--- config.mk ---
export PLATFORM = sky130hd
export DESIGN_NAME = xss_back_flat
export DESIGN_NICKNAME = d
export VERILOG_FILES = /design/src/design/xss_pkg.sv /design/src/design/xss_stream_if.sv /design/src/design/xss_core.sv /design/src/design/xss_back.sv /design/src/flat_wrapper.sv
export SDC_FILE = /design/constraint.sdc
export NUM_CORES = 1
export LEC_CHECK = 0
export BUFFER_PORTS_ARGS = -buffer_cell sky130_fd_sc_hd__clkbuf_2
export CAP_MARGIN = 20
export CORE_AREA = 4 4 178 180
export CTS_BUF_LIST = sky130_fd_sc_hd__clkbuf_8
export CTS_CLUSTER_SIZE = 20
export DETAILED_ROUTE_END_ITERATION = 10
export DIE_AREA = 0 0 182 184
export GPL_ROUTABILITY_DRIVEN = 0
export GPL_TIMING_DRIVEN = 0
export PLACE_DENSITY_LB_ADDON = 0.12
export REMOVE_ABC_BUFFERS = 1
export SLEW_MARGIN = 10
export SYNTH_ARGS = -nofsm -noshare
export SYNTH_HDL_FRONTEND = slang
export SYNTH_SLANG_ARGS = --single-unit
--- constraint.sdc ---
create_clock -name clk -period 2.6 [get_ports clk]
set_input_delay 0.65 -clock clk [delete_from_list [all_inputs] [get_ports clk]]
set_output_delay 0.65 -clock clk [all_outputs]
set_load 0.005 [all_outputs]
--- src/design/xss_pkg.sv ---
// ----------------------------------------------------------------------------
// XSalsa20 stream unit package
// Shared types, codes, constants and helper functions for the stream unit.
// ----------------------------------------------------------------------------
package xss_pkg;

  // Input kind codes as they arrive on the input channel.
  localparam logic [1:0] KIND_START  = 2'd0;
  localparam logic [1:0] KIND_DATA   = 2'd1;
  localparam logic [1:0] KIND_WIPE   = 2'd2;
  localparam logic [1:0] KIND_UNUSED = 2'd3;

  // Configuration register indexes.
  localparam logic [2:0] CFG_KEY_WORD0   = 3'd0;
  localparam logic [2:0] CFG_KEY_WORD1   = 3'd1;
  localparam logic [2:0] CFG_KEY_WORD2   = 3'd2;
  localparam logic [2:0] CFG_KEY_WORD3   = 3'd3;
  localparam logic [2:0] CFG_NONCE_WORD0 = 3'd4;
  localparam logic [2:0] CFG_NONCE_WORD1 = 3'd5;
  localparam logic [2:0] CFG_NONCE_WORD2 = 3'd6;

  // Sizes.
  localparam int QueueDepth = 4;
  localparam int QueuePtrW  = $clog2(QueueDepth);
  localparam int Rounds     = 20;
  localparam int RoundW     = $clog2(Rounds);
  localparam logic [RoundW-1:0] LAST_ROUND = RoundW'(Rounds - 1);
  localparam logic [6:0] BLOCK_BYTES = 7'd64;

  // Salsa20 constant words ("expand 32-byte k").
  localparam logic [31:0] SIGMA0 = 32'h6170_7865;
  localparam logic [31:0] SIGMA1 = 32'h3320_646e;
  localparam logic [31:0] SIGMA2 = 32'h7962_2d32;
  localparam logic [31:0] SIGMA3 = 32'h6b20_6574;

  // Operations after classification in the front part.
  typedef enum logic [1:0] {
    OP_START,
    OP_DATA,
    OP_WIPE,
    OP_NONE
  } op_t;

  // Back part sequencer states.
  typedef enum logic [1:0] {
    BK_RUN,
    BK_HSALSA,
    BK_REPLY,
    BK_BLOCK
  } back_state_t;

  typedef struct packed {
    logic [1:0] kind;
    logic [7:0] data_in;
  } in_payload_t;

  typedef struct packed {
    logic [7:0] data_out;
    logic       status;
  } out_payload_t;

  // Head of the command queue as seen by the back part.
  typedef struct packed {
    logic       valid;
    op_t        op;
    logic [7:0] data;
  } q_head_t;

  // Configuration register file contents.
  typedef struct packed {
    logic [2:0][63:0] nonce;
    logic [3:0][63:0] key;
  } cfg_regs_t;

  typedef logic [15:0][31:0] salsa_state_t;

  // Word index of a quarter-round role; row selects the row round.
  function automatic logic [3:0] quarter_index(logic row, logic [1:0] q, logic [1:0] role);
    logic [3:0] col_tab [4][4];
    logic [3:0] row_tab [4][4];
    col_tab = '{'{4'd0, 4'd4, 4'd8, 4'd12}, '{4'd5, 4'd9, 4'd13, 4'd1},
                '{4'd10, 4'd14, 4'd2, 4'd6}, '{4'd15, 4'd3, 4'd7, 4'd11}};
    row_tab = '{'{4'd0, 4'd1, 4'd2, 4'd3}, '{4'd5, 4'd6, 4'd7, 4'd4},
                '{4'd10, 4'd11, 4'd8, 4'd9}, '{4'd15, 4'd12, 4'd13, 4'd14}};
    return row ? row_tab[q][role] : col_tab[q][role];
  endfunction

  // Rotate left by the amount used in the given quarter-round step.
  function automatic logic [31:0] step_rotate(logic [31:0] v, logic [1:0] step);
    logic [31:0] r;
    unique case (step)
      2'd0: r = {v[24:0], v[31:25]};
      2'd1: r = {v[22:0], v[31:23]};
      2'd2: r = {v[18:0], v[31:19]};
      default: r = {v[13:0], v[31:14]};
    endcase
    return r;
  endfunction

  // Initial Salsa20 matrix from eight key words and four variable words.
  function automatic salsa_state_t build_state(logic [7:0][31:0] w, logic [3:0][31:0] v);
    salsa_state_t s;
    s[0]  = SIGMA0; s[5] = SIGMA1; s[10] = SIGMA2; s[15] = SIGMA3;
    s[1]  = w[0];   s[2] = w[1];   s[3]  = w[2];   s[4]  = w[3];
    s[11] = w[4];   s[12] = w[5];  s[13] = w[6];   s[14] = w[7];
    s[6]  = v[0];   s[7] = v[1];   s[8]  = v[2];   s[9]  = v[3];
    return s;
  endfunction

endpackage

--- src/design/xss_stream_if.sv ---
// ----------------------------------------------------------------------------
// Stream channel interface
// Valid/ready channel carrying one payload beat.
// ----------------------------------------------------------------------------
interface xss_stream_if #(parameter type payload_t = logic) ();
  logic     valid;
  logic     ready;
  payload_t payload;

  modport source (output valid, output payload, input ready);
  modport sink (input valid, input payload, output ready);
endinterface

--- src/design/xss_core.sv ---
// ----------------------------------------------------------------------------
// Salsa20 round core
// Iterative permutation: one quarter-round step of four parallel quarters
// per cycle, repeated over 20 rounds.
// ----------------------------------------------------------------------------
module xss_core (
  input  logic                  clk,
  input  logic                  rst,
  input  logic                  start,
  input  xss_pkg::salsa_state_t init,
  output logic                  done,
  output xss_pkg::salsa_state_t z,
  output xss_pkg::salsa_state_t x
);

  logic [1:0]                 step;
  logic [xss_pkg::RoundW-1:0] rnd;
  logic                       busy;
  xss_pkg::salsa_state_t      z_next;

  // One step of the four independent quarter rounds.
  always_comb begin
    logic [3:0]  tgt;
    logic [3:0]  src1;
    logic [3:0]  src2;
    z_next = z;
    for (int q = 0; q < 4; q++) begin
      tgt  = xss_pkg::quarter_index(rnd[0], 2'(q), step + 2'd1);
      src1 = xss_pkg::quarter_index(rnd[0], 2'(q), step);
      src2 = xss_pkg::quarter_index(rnd[0], 2'(q), step + 2'd3);
      z_next[tgt] = z[tgt] ^ xss_pkg::step_rotate(z[src1] + z[src2], step);
    end
  end

  // Round sequencing.
  always_ff @(posedge clk) begin
    if (rst) begin
      busy <= 1'b0;
      done <= 1'b0;
      step <= '0;
      rnd  <= '0;
    end else begin
      done <= 1'b0;
      if (start) begin
        z    <= init;
        x    <= init;
        step <= '0;
        rnd  <= '0;
        busy <= 1'b1;
      end else if (busy) begin
        z    <= z_next;
        step <= step + 2'd1;
        if (step == 2'd3) begin
          rnd <= rnd + 1'b1;
          if (rnd == xss_pkg::LAST_ROUND) begin
            busy <= 1'b0;
            done <= 1'b1;
          end
        end
      end
    end
  end

endmodule

--- src/design/xss_back.sv ---
// ----------------------------------------------------------------------------
// Stream unit back end
// Executes queued operations: session start, keystream XOR, wipe. Owns the
// session state, keystream buffer and the output register.
// ----------------------------------------------------------------------------
module xss_back (
  input  logic               clk,
  input  logic               rst,
  input  xss_pkg::q_head_t   head,
  output logic               pop,
  input  xss_pkg::cfg_regs_t cfg_regs,
  xss_stream_if.source       out_item
);

  xss_pkg::back_state_t   state;
  xss_pkg::back_state_t   state_next;
  logic [7:0][31:0]       subkey;
  logic [63:0]            nonce_hi;
  logic [63:0]            block_count;
  logic [15:0][3:0][7:0]  keystream;
  logic [6:0]             byte_position;
  logic                   session_active;
  logic                   out_valid;
  xss_pkg::out_payload_t  out_data;

  logic                   out_free;
  logic                   emit;
  xss_pkg::out_payload_t  emit_data;
  logic                   advance;
  logic                   wipe;
  logic                   core_start;
  logic                   core_done;
  xss_pkg::salsa_state_t  core_init;
  xss_pkg::salsa_state_t  core_z;
  xss_pkg::salsa_state_t  core_x;
  logic [7:0]             ks_byte;

  assign out_free = !out_valid || out_item.ready;
  assign ks_byte  = keystream[byte_position[5:2]][byte_position[1:0]];

  xss_core u_core (
    .clk   (clk),
    .rst   (rst),
    .start (core_start),
    .init  (core_init),
    .done  (core_done),
    .z     (core_z),
    .x     (core_x)
  );

  // Next state.
  always_comb begin
    state_next = state;
    unique case (state)
      xss_pkg::BK_RUN: begin
        if (head.valid && out_free) begin
          if (head.op == xss_pkg::OP_START) state_next = xss_pkg::BK_HSALSA;
          else if (head.op == xss_pkg::OP_DATA && session_active && byte_position[6])
            state_next = xss_pkg::BK_BLOCK;
        end
      end
      xss_pkg::BK_HSALSA: if (core_done) state_next = xss_pkg::BK_REPLY;
      xss_pkg::BK_REPLY:  if (out_free) state_next = xss_pkg::BK_RUN;
      xss_pkg::BK_BLOCK:  if (core_done) state_next = xss_pkg::BK_RUN;
      default:            state_next = xss_pkg::BK_RUN;
    endcase
  end

  // Control outputs.
  always_comb begin
    emit       = 1'b0;
    emit_data  = '0;
    pop        = 1'b0;
    advance    = 1'b0;
    wipe       = 1'b0;
    core_start = 1'b0;
    if (head.op == xss_pkg::OP_START)
      core_init = xss_pkg::build_state(cfg_regs.key, cfg_regs.nonce[1:0]);
    else
      core_init = xss_pkg::build_state(subkey, {block_count, nonce_hi});
    unique case (state)
      xss_pkg::BK_RUN: begin
        if (head.valid && out_free) begin
          unique case (head.op)
            xss_pkg::OP_START: core_start = 1'b1;
            xss_pkg::OP_DATA: begin
              if (!session_active) begin
                emit             = 1'b1;
                pop              = 1'b1;
                emit_data.status = 1'b1;
              end else if (byte_position[6]) begin
                core_start = 1'b1;
              end else begin
                emit               = 1'b1;
                pop                = 1'b1;
                advance            = 1'b1;
                emit_data.data_out = head.data ^ ks_byte;
              end
            end
            xss_pkg::OP_WIPE: begin
              emit = 1'b1;
              pop  = 1'b1;
              wipe = 1'b1;
            end
            default: begin
              emit = 1'b1;
              pop  = 1'b1;
            end
          endcase
        end
      end
      xss_pkg::BK_REPLY: begin
        if (out_free) begin
          emit = 1'b1;
          pop  = 1'b1;
        end
      end
      default: ;
    endcase
  end

  // Session state.
  always_ff @(posedge clk) begin
    if (rst) begin
      state          <= xss_pkg::BK_RUN;
      subkey         <= '0;
      nonce_hi       <= '0;
      block_count    <= '0;
      byte_position  <= xss_pkg::BLOCK_BYTES;
      session_active <= 1'b0;
    end else begin
      state <= state_next;
      if (state == xss_pkg::BK_HSALSA && core_done) begin
        subkey[0] <= core_z[0];  subkey[1] <= core_z[5];
        subkey[2] <= core_z[10]; subkey[3] <= core_z[15];
        subkey[4] <= core_z[6];  subkey[5] <= core_z[7];
        subkey[6] <= core_z[8];  subkey[7] <= core_z[9];
        nonce_hi       <= cfg_regs.nonce[2];
        block_count    <= '0;
        byte_position  <= xss_pkg::BLOCK_BYTES;
        session_active <= 1'b1;
      end else if (state == xss_pkg::BK_BLOCK && core_done) begin
        block_count   <= block_count + 64'd1;
        byte_position <= '0;
      end else if (advance) begin
        byte_position <= byte_position + 7'd1;
      end else if (wipe) begin
        subkey         <= '0;
        nonce_hi       <= '0;
        block_count    <= '0;
        byte_position  <= '0;
        session_active <= 1'b0;
      end
    end
  end

  // Keystream buffer, loaded with the feed-forward sum of a finished block.
  always_ff @(posedge clk) begin
    if (state == xss_pkg::BK_BLOCK && core_done) begin
      for (int i = 0; i < 16; i++) keystream[i] <= core_z[i] + core_x[i];
    end
  end

  // Output register.
  always_ff @(posedge clk) begin
    if (rst) begin
      out_valid <= 1'b0;
    end else if (emit) begin
      out_valid <= 1'b1;
    end else if (out_item.ready) begin
      out_valid <= 1'b0;
    end
  end

  always_ff @(posedge clk) begin
    if (emit) out_data <= emit_data;
  end

  assign out_item.valid   = out_valid;
  assign out_item.payload = out_data;

endmodule

--- src/flat_wrapper.sv ---
// flat-port wrapper written by rule: the top's interface ports become plain ports
module xss_back_flat 
  (clk, rst, head, pop, cfg_regs, out_item_valid, out_item_payload, out_item_ready);
  xss_stream_if out_item_i ();
  input  logic clk;
  input  logic rst;
  input  xss_pkg::q_head_t head;
  output logic pop;
  input  xss_pkg::cfg_regs_t cfg_regs;
  output wire logic [$bits(out_item_i.valid)-1:0] out_item_valid;
  output wire logic [$bits(out_item_i.payload)-1:0] out_item_payload;
  input wire logic [$bits(out_item_i.ready)-1:0] out_item_ready;
  assign out_item_valid = out_item_i.valid;
  assign out_item_payload = out_item_i.payload;
  assign out_item_i.ready = out_item_ready;
  xss_back u_core (.clk(clk), .rst(rst), .head(head), .pop(pop), .cfg_regs(cfg_regs), .out_item(out_item_i));
endmodule
==> impl_metrics.py, run 1 <==
metrics = {
    "route": {
        "detailroute.via_count": 837,
        "drt-total-wl_um": 2810,
        "avgViaCountPerCell": 1.62,
        "ant_nets": 0,
        "drt_first_iter_violations": 43,
        "drt-wirelength-per-cell_um": 5.43,
        "first_pass_iters": 4,
        "drc": 0,
    },
    "clock_tree": {
        "cts_resized": 0,
        "cts-root-buf": "clkbuf_8",
        "cts_buffers": 3,
        "ctsHoldBuffers": 0,
        "clock_sinks": 21,
        "cts_max_level": 1,
        "clk_pin_slew_worst_paths_ps": 100,
        "cts_max_path_buffers": 2,
        "post_cts_buffers": 0,
        "cts_tree": "built",
        "clock_latency_ps": 270,
    },
    "worst_setup_path": {
        "crit_path_frequent_cell": "clkbuf_2",
        "worstPathCellList": "clkbuf_2 > a21o_2 > a21oi_1 > nor2_1 > clkbuf_2",
        "endpoint_kind": "output pin",
        "r2r_start": "u_core.state[0]$_SDFFE_PP0P_",
        "crit_fanout": 8,
        "crit_family": "compound AO/OA/AOI/OAI gates",
        "critPathKind": "input pin to output pin",
        "critPathArrivalTime_ps": 1440,
        "rr_worst_depth": 4,
        "critical_path_required_ps": 1950,
        "cp-start-kind": "input pin",
        "cp_num_buf_inv": 2,
        "rr_endpoint": "u_core.u_core.step[0]$_SDFFE_PP0P_",
        "critPathSlowestCell": "a21o_2",
        "ff2ff_setup_slack_ps": 990,
        "slowest_delay_ps": 220,
    },
    "synth": {
        "syn-instance-count": 111,
        "synth_common_cells": "dfxtp_1, nand2_1, nor2_1, a21oi_1, nand3_1",
        "syn_area_per_cell_um2": 9.13,
        "ys.flop_type": "dfxtp_1",
        "seq_area_frac_synth": 0.425,
        "synth_top_area_frac": 0.395,
        "synth_area_um2": 1010,
        "synth_edf_count": 1,
        "ys_warn_count": 0,
        "synth.distinct_cells": 41,
        "yosys_register_bits": 21,
        "synth.area.top_cells": "dfxtp_1, nand2_1, a21oi_1",
        "synthArstFlopShare": 0,
        "post-synth-top-count-cell": "dfxtp_1",
        "synth_top_area_cell": "dfxtp_1",
    },
    "global_routing": {
        "met2_usage": 0.0318,
        "grt_pass1_vias": 904,
        "track_usage": 0.0182,
        "grt_max_degree": 13,
        "grt_overflow": 0,
        "grt_use_met1": 0.0212,
        "met3_usage": 0.00831,
        "grt_pass1_wl_um": 4860,
        "antenna_found_initial": 0,
        "top_usage_layer": "met2",
    },
    "sta": {
        "slew_viol_final": 0,
        "rsz0062_at_grt": "no",
        "fin_crit_ps": 2090,
        "max_freq_mhz": 478,
        "maxSlewHeadroom": 0.517,
        "fin_crit_sh": 0.804,
        "worst_slew_pin_slew_ps": 720,
        "finalHoldViolations": 0,
        "final-setup-viol-count": 0,
        "fin_setup_tns_ps": 0,
        "fin_skew_ps": 17.2,
    },
    "min_path": {
        "hold_depth": 2,
        "hp-start": "u_core.byte_position[0]$_SDFFE_PP0P_",
        "worstHoldPathType": "flop to flop",
        "holdPathEnd": "u_core.byte_position[0]$_SDFFE_PP0P_",
    },
    "floorplanning": {
        "io_pins": 465,
        "fp.dieW_um": 182,
        "coreArea_um2": 30200,
        "die_area_um2": 33500,
        "start_util": 0.0336,
        "rows": 64,
        "die_height_um": 184,
    },
    "pwr": {
        "static-leakage-power_nw": 0.402,
        "p_per_area_nw_per_um2": 391,
        "vdd_ir_drop_max_mv": 0.162,
        "p_sw_w": 0.000163,
        "p_int_w": 0.000459,
        "clockPowerShare": 0.371,
        "power_w": 0.000622,
        "seq_power_share": 0.542,
        "combPwrFrac": 0.087,
        "swShare": 0.263,
    },
    "cells_and_area": {
        "design_area_um2": 1590,
        "finish.utilization": 0.0527,
        "drive_gt1_frac": 0.189,
        "syn2layout_area_growth_pct": 57.0,
        "antenna_cells": 0,
        "nets": 588,
    },
    "outcome": {
        "status": "completed",
    },
    "placed_design": {
        "dp_hpwl_um": 2140,
        "numPortBuffers": 8,
        "place_area_um2": 1550,
    },
    "flow_run": {
        "maxCapViolCount": 0,
    },
}
==> worst max-delay path by stage <==
| stage | start | end | slack [ps] | cells past startpoint |
|---|---|---|---|---|
| 3_5_place_dp | head[8] | pop | 480 | 5 |
| 6_report | head[8] | pop | 510 | 5 |
| 5_1_grt | u_core.session_active$_SDFFE_PP0P_ | pop | 370 | 5 |
| 4_1_cts | u_core.session_active$_SDFFE_PP0P_ | pop | 450 | 5 |
| 3_3_place_gp | out_item_ready | u_core.u_core.done$_SDFF_PP0_ | 480 | 5 |
| 2_1_floorplan | head[9] | pop | 870 | 3 |
==> worst reg2reg max path, stage by stage (launching register included) <==
cell and delay, ps:
dfxtp_1 380, nor2_4 130, nand3_2 200, o21ai_1 630, nor2_1 120
==> area by class of cell <==
| cell class | instances | area, µm² |
|---|---|---|
| Fill cell | 3549 | 28600 |
| Multi-Input combinational cell | 88 | 576 |
| Tap cell | 396 | 495 |
| Sequential cell | 21 | 430 |
| Clock buffer | 3 | 41.3 |
| Timing Repair Buffer | 8 | 40.0 |
| Clock inverter | 1 | 5.00 |
| Inverter | 1 | 3.75 |
==> per-stage QoR <==
stage / instances / hold slack, ps / setup slack (ps)
after floorplan: 110 / 458 / 870
after global placement: 514 / 484 / 478
after detailed placement: 514 / 485 / 480
after CTS: 518 / 500 / 449
after global routing: 518 / 539 / 367
final: 518 / 492 / 509
==> sequential cells by signal, summed over array words and instances, names as in the netlist <==
register and count:
u_core.u_core.rnd 5, u_core.byte_position 7, u_core.session_active 1, u_core.state 2, u_core.u_core.step 2, u_core.out_item.payload 1
u_core.u_core.done 1, u_core.out_item.valid 1, u_core.u_core.busy 1
==> per-layer routing <==
metal | routed length (µm) | part of all wire | up-vias
met5 | 0 | 0 | -
met4 | 0 | 0 | 0
met3 | 100 | 0.036 | 0
met2 | 1430 | 0.51 | 6
met1 | 1280 | 0.45 | 403
li1 | - | - | 428
==> power groups by stage <==
stage / clock, W / combinational (W) / sequential, W
after floorplan: 0 / 0.0000314 / 0.000344
after global placement: 0 / 0.0000576 / 0.000345
after detailed placement: 0 / 0.0000565 / 0.000345
after CTS: 0.000250 / 0.0000568 / 0.000337
after global routing: 0.000264 / 0.0000628 / 0.000338
final: 0.000231 / 0.0000542 / 0.000337
==> cells by family (layout without fill, tap and decap cells) <==
logic type               count (synthesis)  in the layout  synth area share
XOR/XNOR                                 5              5            0.0432
adder cells (fa/ha/maj)                  3              3            0.0370
AND/OR/NAND/NOR                         57             57             0.330
AO/OA/AOI/OAI                           22             22             0.148
flip-flops                              21             21             0.425
buffers and inverters                    2             13           0.00740
multiplexers                             1              1           0.00988
==> placed cells by master, fill, tap and decap left out, types with 2 or more instances in the layout <==
| cell | netlist | routed |
|---|---|---|
| nor2_1 | 10 | 10 |
| nor3b_1 | 2 | 2 |
| nand3_1 | 5 | 5 |
| or4_1 | 3 | 3 |
| xor2_1 | 3 | 3 |
| ha_1 | 3 | 3 |
| dfxtp_1 | 20 | 20 |
| nand2_1 | 15 | 15 |
| o21ai_0 | 2 | 2 |
| a31oi_1 | 3 | 3 |
| or2_2 | 2 | 2 |
| clkbuf_2 | 0 | 8 |
| clkbuf_8 | 0 | 3 |
| xnor2_1 | 2 | 2 |
| nand4_1 | 4 | 4 |
| nand2b_1 | 3 | 3 |
| a21oi_1 | 8 | 8 |
Note: power is estimated with default switching activity, not from simulation.
==> inputs of run 2 (changes only) <==
CORE_AREA = 4 4 180 182   (was 4 4 178 180)
DIE_AREA = 0 0 184 186   (was 0 0 182 184)
clock period = 1.82 ns   (was 2.6 ns; I/O delays follow)
==> run 2 against run 1 <==
  * Die area increased by 2.2%
  * Non-clock buffer count grew 1
  * Utilization is essentially flat
  * Critical path depth unchanged
  * Critical endpoint unchanged
  * Sequential share of layout area decreased by 0.13 points
  * Count of clock-buffer cells in the layout unchanged
  * Wire length up 5.1%
  * Worst hold slack got worse by 63 ps
  * Largest power group unchanged
  * Global-route usage barely moved
  * Critical path type is now flop to output pin
==> impl_metrics.py, run 2 (synthesized netlist as in run 1, its figures left out) <==
metrics = {
    "placed_design": {
        "numPortBuffers": 8,
        "pre_cts_ws_ps": -75.8,
        "dp_hpwl_um": 2210,
        "placedCellCount": 514,
    },
    "floorplanning": {
        "die_area_um2": 34200,
        "io_pins": 465,
        "start_util": 0.0331,
        "coreArea_um2": 30600,
        "fp.dieW_um": 184,
        "rows": 64,
        "die_height_um": 186,
    },
    "pwr": {
        "vdd_ir_drop_max_mv": 0.234,
        "clockPowerShare": 0.371,
        "p_sw_w": 0.000239,
        "seq_power_share": 0.536,
        "p_int_w": 0.000656,
        "swShare": 0.267,
        "combPwrFrac": 0.092,
        "p_per_area_nw_per_um2": 554,
        "static-leakage-power_nw": 0.410,
    },
    "sta": {
        "maxSlewHeadroom": 0.529,
        "max_freq_mhz": 582,
        "finalHoldViolations": 0,
        "final-setup-viol-count": 0,
        "slew_viol_final": 0,
        "rsz0062_at_grt": "no",
        "worst_slew_pin_slew_ps": 702,
        "fin_ws_ps": 103,
        "fin_crit_ps": 1720,
        "fin_setup_tns_ps": 0,
        "fin_crit_sh": 0.943,
        "fin_skew_ps": 17.0,
    },
    "route": {
        "avgViaCountPerCell": 1.59,
        "first_pass_iters": 4,
        "drt-wirelength-per-cell_um": 5.69,
        "drt_first_iter_violations": 47,
        "drt-total-wl_um": 2960,
        "detailroute.via_count": 825,
        "ant_nets": 0,
        "drc": 0,
    },
    "global_routing": {
        "grt_overflow": 0,
        "grt_max_degree": 13,
        "grt_pass1_vias": 806,
        "track_usage": 0.0178,
        "antenna_found_initial": 0,
        "grt_pass1_wl_um": 4650,
    },
    "cells_and_area": {
        "antenna_cells": 0,
        "syn2layout_area_growth_pct": 59.6,
        "seqCellArea_um2": 435,
        "drive_gt1_frac": 0.228,
        "regMostFlops": "u_core.byte_position",
        "largest_reg_flops": 7,
        "final_cell_mix": "dfxtp_1, nand2_1, nor2_1",
        "finalNonFillerCells": 519,
        "nets": 589,
        "multi_input_area_um2": 589,
        "reg_top3": "u_core.byte_position: 7 flops, u_core.u_core.rnd: 5 flops",
        "finish.utilization": 0.0529,
        "n_fill_cell": 3635,
        "final_common_cell": "dfxtp_1",
    },
    "clock_tree": {
        "cts_buffers": 3,
        "cts_max_path_buffers": 2,
        "clock_sinks": 21,
        "clock_latency_ps": 270,
        "cts_tree": "built",
        "cts_max_level": 1,
        "ctsHoldBuffers": 0,
        "clk_pin_slew_worst_paths_ps": 100,
        "cts-root-buf": "clkbuf_8",
    },
    "worst_setup_path": {
        "cp-start-kind": "flop",
        "slowest_delay_ps": 360,
        "critical_path_required_ps": 1360,
        "crit_fanout": 4,
        "endpoint_kind": "output pin",
        "worstPathCellList": "nand2_1 > a21o_2 > a21oi_4 > nor2_2 > clkbuf_2",
        "critPathKind": "flop to output pin",
        "critPathSlowestCell": "dfxtp_4",
        "critPathArrivalTime_ps": 1260,
    },
    "outcome": {
        "status": "completed",
    },
    "min_path": {
        "worstHoldPathType": "input pin to flop",
    },
    "flow_run": {
        "maxCapViolCount": 0,
    },
}
==> run 2: final timing paths <==
path,start,to,slack [ps],depth (start not counted)
hold / removal,rst,u_core.session_active$_SDFFE_PP0P_,430,2
hold reg to reg,u_core.byte_position[0]$_SDFFE_PP0P_,u_core.byte_position[0]$_SDFFE_PP0P_,490,2
setup reg to reg,u_core.state[1]$_SDFFE_PP0P_,u_core.u_core.done$_SDFF_PP0_,200,4
setup / recovery,u_core.session_active$_SDFFE_PP0P_,pop,100,5
==> run 2: final cells by class <==
class | instances | share of cell area
Timing Repair Buffer | 9 | 0.0294
Clock inverter | 1 | 0.00309
Inverter | 1 | 0.00232
Tap cell | 396 | 0.306
Sequential cell | 21 | 0.269
Multi-Input combinational cell | 88 | 0.364
Clock buffer | 3 | 0.0255
==> run 2: per-layer routing <==
| metal | share of wire | up-vias | track usage |
|---|---|---|---|
| li1 | - | 433 | - |
| met1 | 0.53 | 384 | 0.0247 |
| met2 | 0.44 | 6 | 0.0248 |
| met3 | 0.033 | 2 | 0.00879 |
| met4 | 0.0047 | 0 | 0.00355 |
| met5 | 0 | - | 0 |
==> run 2: worst max-delay path, delay by kind of cell, from the launching register on <==
family	cells	cell delay, ps
compound gates	2	350
buf+inv	1	110
flops	1	360
simple gates	2	160
==> run 2: metrics by stage <==
stage	area (µm²)	power, W	hold slack, ps
6_report	1620	0.000896	430
5_1_grt	1620	0.000950	431
4_1_cts	1600	0.000917	428
3_5_place_dp	1550	0.000574	484
3_3_place_gp	1550	0.000575	489
2_1_floorplan	1010	0.000536	458
==> run 2: power groups by stage <==
stage               logic [W]  registers [W]  clock network (W)
global route        0.0000927       0.000482           0.000375
finish              0.0000827       0.000480           0.000333
global placement    0.0000830       0.000492                  0
floorplan           0.0000449       0.000491                  0
detailed placement  0.0000816       0.000493                  0
CTS                 0.0000826       0.000481           0.000354
==> run 2: repair_timing <==
item	CTS	global route
pin swaps	0	2
setup endpoints to repair	1	1
resized for setup	4	2
buffers inserted	0	1
==> inputs of run 3 (changes only) <==
BUFFER_PORTS_ARGS = not set   (was -buffer_cell sky130_fd_sc_hd__clkbuf_2)
CORE_AREA = 4 4 181 183   (was 4 4 180 182)
DIE_AREA = 0 0 185 187   (was 0 0 184 186)
DONT_BUFFER_PORTS = 1   (was not set)
GPL_ROUTABILITY_DRIVEN = not set   (was 0)
==> run 3 against run 2 <==
  * Critical path depth is 1 lower
  * Count of clock-buffer cells in the layout stayed put
  * Sequential share of layout area is 0.69 points higher
  * Non-clock buffer count is 9 lower
  * Global-route usage is 0.12 points higher
  * Critical path type unchanged
==> impl_metrics.py, run 3 (synthesized netlist as in run 1, its figures left out) <==
metrics = {
    "sta": {
        "slew_viol_final": 0,
        "fin_crit_sh": 0.930,
        "worst_slew_pin_slew_ps": 697,
        "max_freq_mhz": 591,
        "fin_setup_tns_ps": 0,
        "fin_skew_ps": 3.16,
        "fin_crit_ps": 1690,
        "rsz0062_at_grt": "no",
        "final-setup-viol-count": 0,
        "finalHoldViolations": 0,
        "maxSlewHeadroom": 0.532,
    },
    "route": {
        "drt-wirelength-per-cell_um": 5.97,
        "drc": 0,
        "avgViaCountPerCell": 1.59,
        "drt_first_iter_violations": 45,
        "ant_nets": 0,
        "drt-total-wl_um": 3080,
        "detailroute.via_count": 818,
        "first_pass_iters": 4,
    },
    "pwr": {
        "p_per_area_nw_per_um2": 557,
        "static-leakage-power_nw": 0.370,
        "vdd_ir_drop_max_mv": 0.249,
    },
    "clock_tree": {
        "clock_sinks": 21,
        "cts_buffers": 3,
        "clk_pin_slew_worst_paths_ps": 90,
        "ctsHoldBuffers": 0,
        "cts_max_level": 1,
        "clock_latency_ps": 260,
        "cts_tree": "built",
        "cts_max_path_buffers": 2,
        "cts-root-buf": "clkbuf_8",
    },
    "floorplanning": {
        "fp.dieW_um": 185,
        "die_area_um2": 34600,
        "die_height_um": 187,
        "coreArea_um2": 31200,
        "io_pins": 465,
        "rows": 65,
        "start_util": 0.0325,
    },
    "cells_and_area": {
        "drive_gt1_frac": 0.149,
        "antenna_cells": 0,
        "seqCellArea_um2": 432,
        "syn2layout_area_growth_pct": 54.3,
        "multi_input_area_um2": 579,
        "nets": 580,
        "final_common_cell": "dfxtp_1",
        "reg_top3": "u_core.byte_position: 7 flops, u_core.u_core.rnd: 5 flops",
        "largest_reg_flops": 7,
        "final_cell_mix": "dfxtp_1, nand2_1, nor2_1",
        "finalNonFillerCells": 516,
        "finish.utilization": 0.0501,
        "regMostFlops": "u_core.byte_position",
        "n_fill_cell": 3727,
    },
    "worst_setup_path": {
        "critPathKind": "flop to output pin",
        "endpoint_kind": "output pin",
        "ff2ff_setup_slack_ps": 250,
        "critPathArrivalTime_ps": 1240,
        "rr_worst_depth": 4,
        "slowest_delay_ps": 390,
        "crit_fanout": 4,
        "rr_endpoint": "u_core.u_core.step[0]$_SDFFE_PP0P_",
        "cp-start-kind": "flop",
        "critical_path_required_ps": 1360,
        "r2r_start": "u_core.state[1]$_SDFFE_PP0P_",
        "critPathSlowestCell": "dfxtp_1",
        "worstPathCellList": "nand2_1 > a21o_2 > a21oi_2 > nor2_1",
        "crit_family": "compound AO/OA/AOI/OAI gates",
        "cp_num_buf_inv": 0,
    },
    "placed_design": {
        "numPortBuffers": 0,
        "placedCellCount": 512,
        "dp_hpwl_um": 2340,
        "globalplace.congestion": 0.582,
    },
    "global_routing": {
        "grt_pass1_vias": 843,
        "antenna_found_initial": 0,
        "grt_overflow": 0,
        "grt_pass1_wl_um": 5040,
        "grt_max_degree": 13,
        "track_usage": 0.0190,
    },
    "min_path": {
        "holdPathEnd": "u_core.session_active$_SDFFE_PP0P_",
        "hp-start": "rst",
        "hold_depth": 1,
        "worstHoldPathType": "input pin to flop",
    },
    "outcome": {
        "status": "completed",
    },
    "flow_run": {
        "maxCapViolCount": 0,
    },
}
[run 3: report_power, final]
group	internal [W]	switching (W)	total, W	leakage [nW]
clock network	0.000153	0.000174	0.000326	0.0255
registers	0.000473	0.00000988	0.000483	0.172
logic	0.0000229	0.0000384	0.0000612	0.172
[run 3: worst max-delay path by stage]
stage / from / end / slack, ps / cells after the start
finish: u_core.byte_position[6]$_SDFFE_PP1P_ / pop / 130 / 4
global route: u_core.byte_position[6]$_SDFFE_PP1P_ / pop / 10 / 4
CTS: u_core.byte_position[6]$_SDFFE_PP1P_ / pop / 30 / 4
detailed placement: out_item_ready / u_core.u_core.done$_SDFF_PP0_ / 20 / 4
global placement: out_item_ready / u_core.u_core.done$_SDFF_PP0_ / 3 / 4
floorplan: head[9] / u_core.byte_position[2]$_SDFFE_PP0P_ / 380 / 4
[run 3: final cells by class]
class	count	share of cell area
Tap cell	402	0.322
Inverter	1	0.00240
Multi-Input combinational cell	88	0.370
Clock buffer	3	0.0264
Sequential cell	21	0.276
Clock inverter	1	0.00320
[run 3: metal layers]
metal / GRT usage / share of wire / up-vias
met1: 0.0241 / 0.46 / 400
met5: 0 / 0 / -
li1: - / - / 413
met2: 0.0285 / 0.46 / 3
met4: 0.00169 / 0.0026 / 0
met3: 0.0119 / 0.072 / 2
[run 3: timing repair]
item / CTS / global route
buffers inserted: 0 / 0
setup endpoints to repair: 1 / 1
resized for setup: 1 / 1
[run 3: stage by stage]
stage	total power (W)	hold WS (ps)	setup WS (ps)	cell area, µm²
after global placement	0.000559	485	2.85	1510
after CTS	0.000904	228	34.3	1560
final	0.000870	243	127	1560
after floorplan	0.000536	458	381	1010
after detailed placement	0.000557	486	23.7	1510
after global routing	0.000928	220	14.3	1560
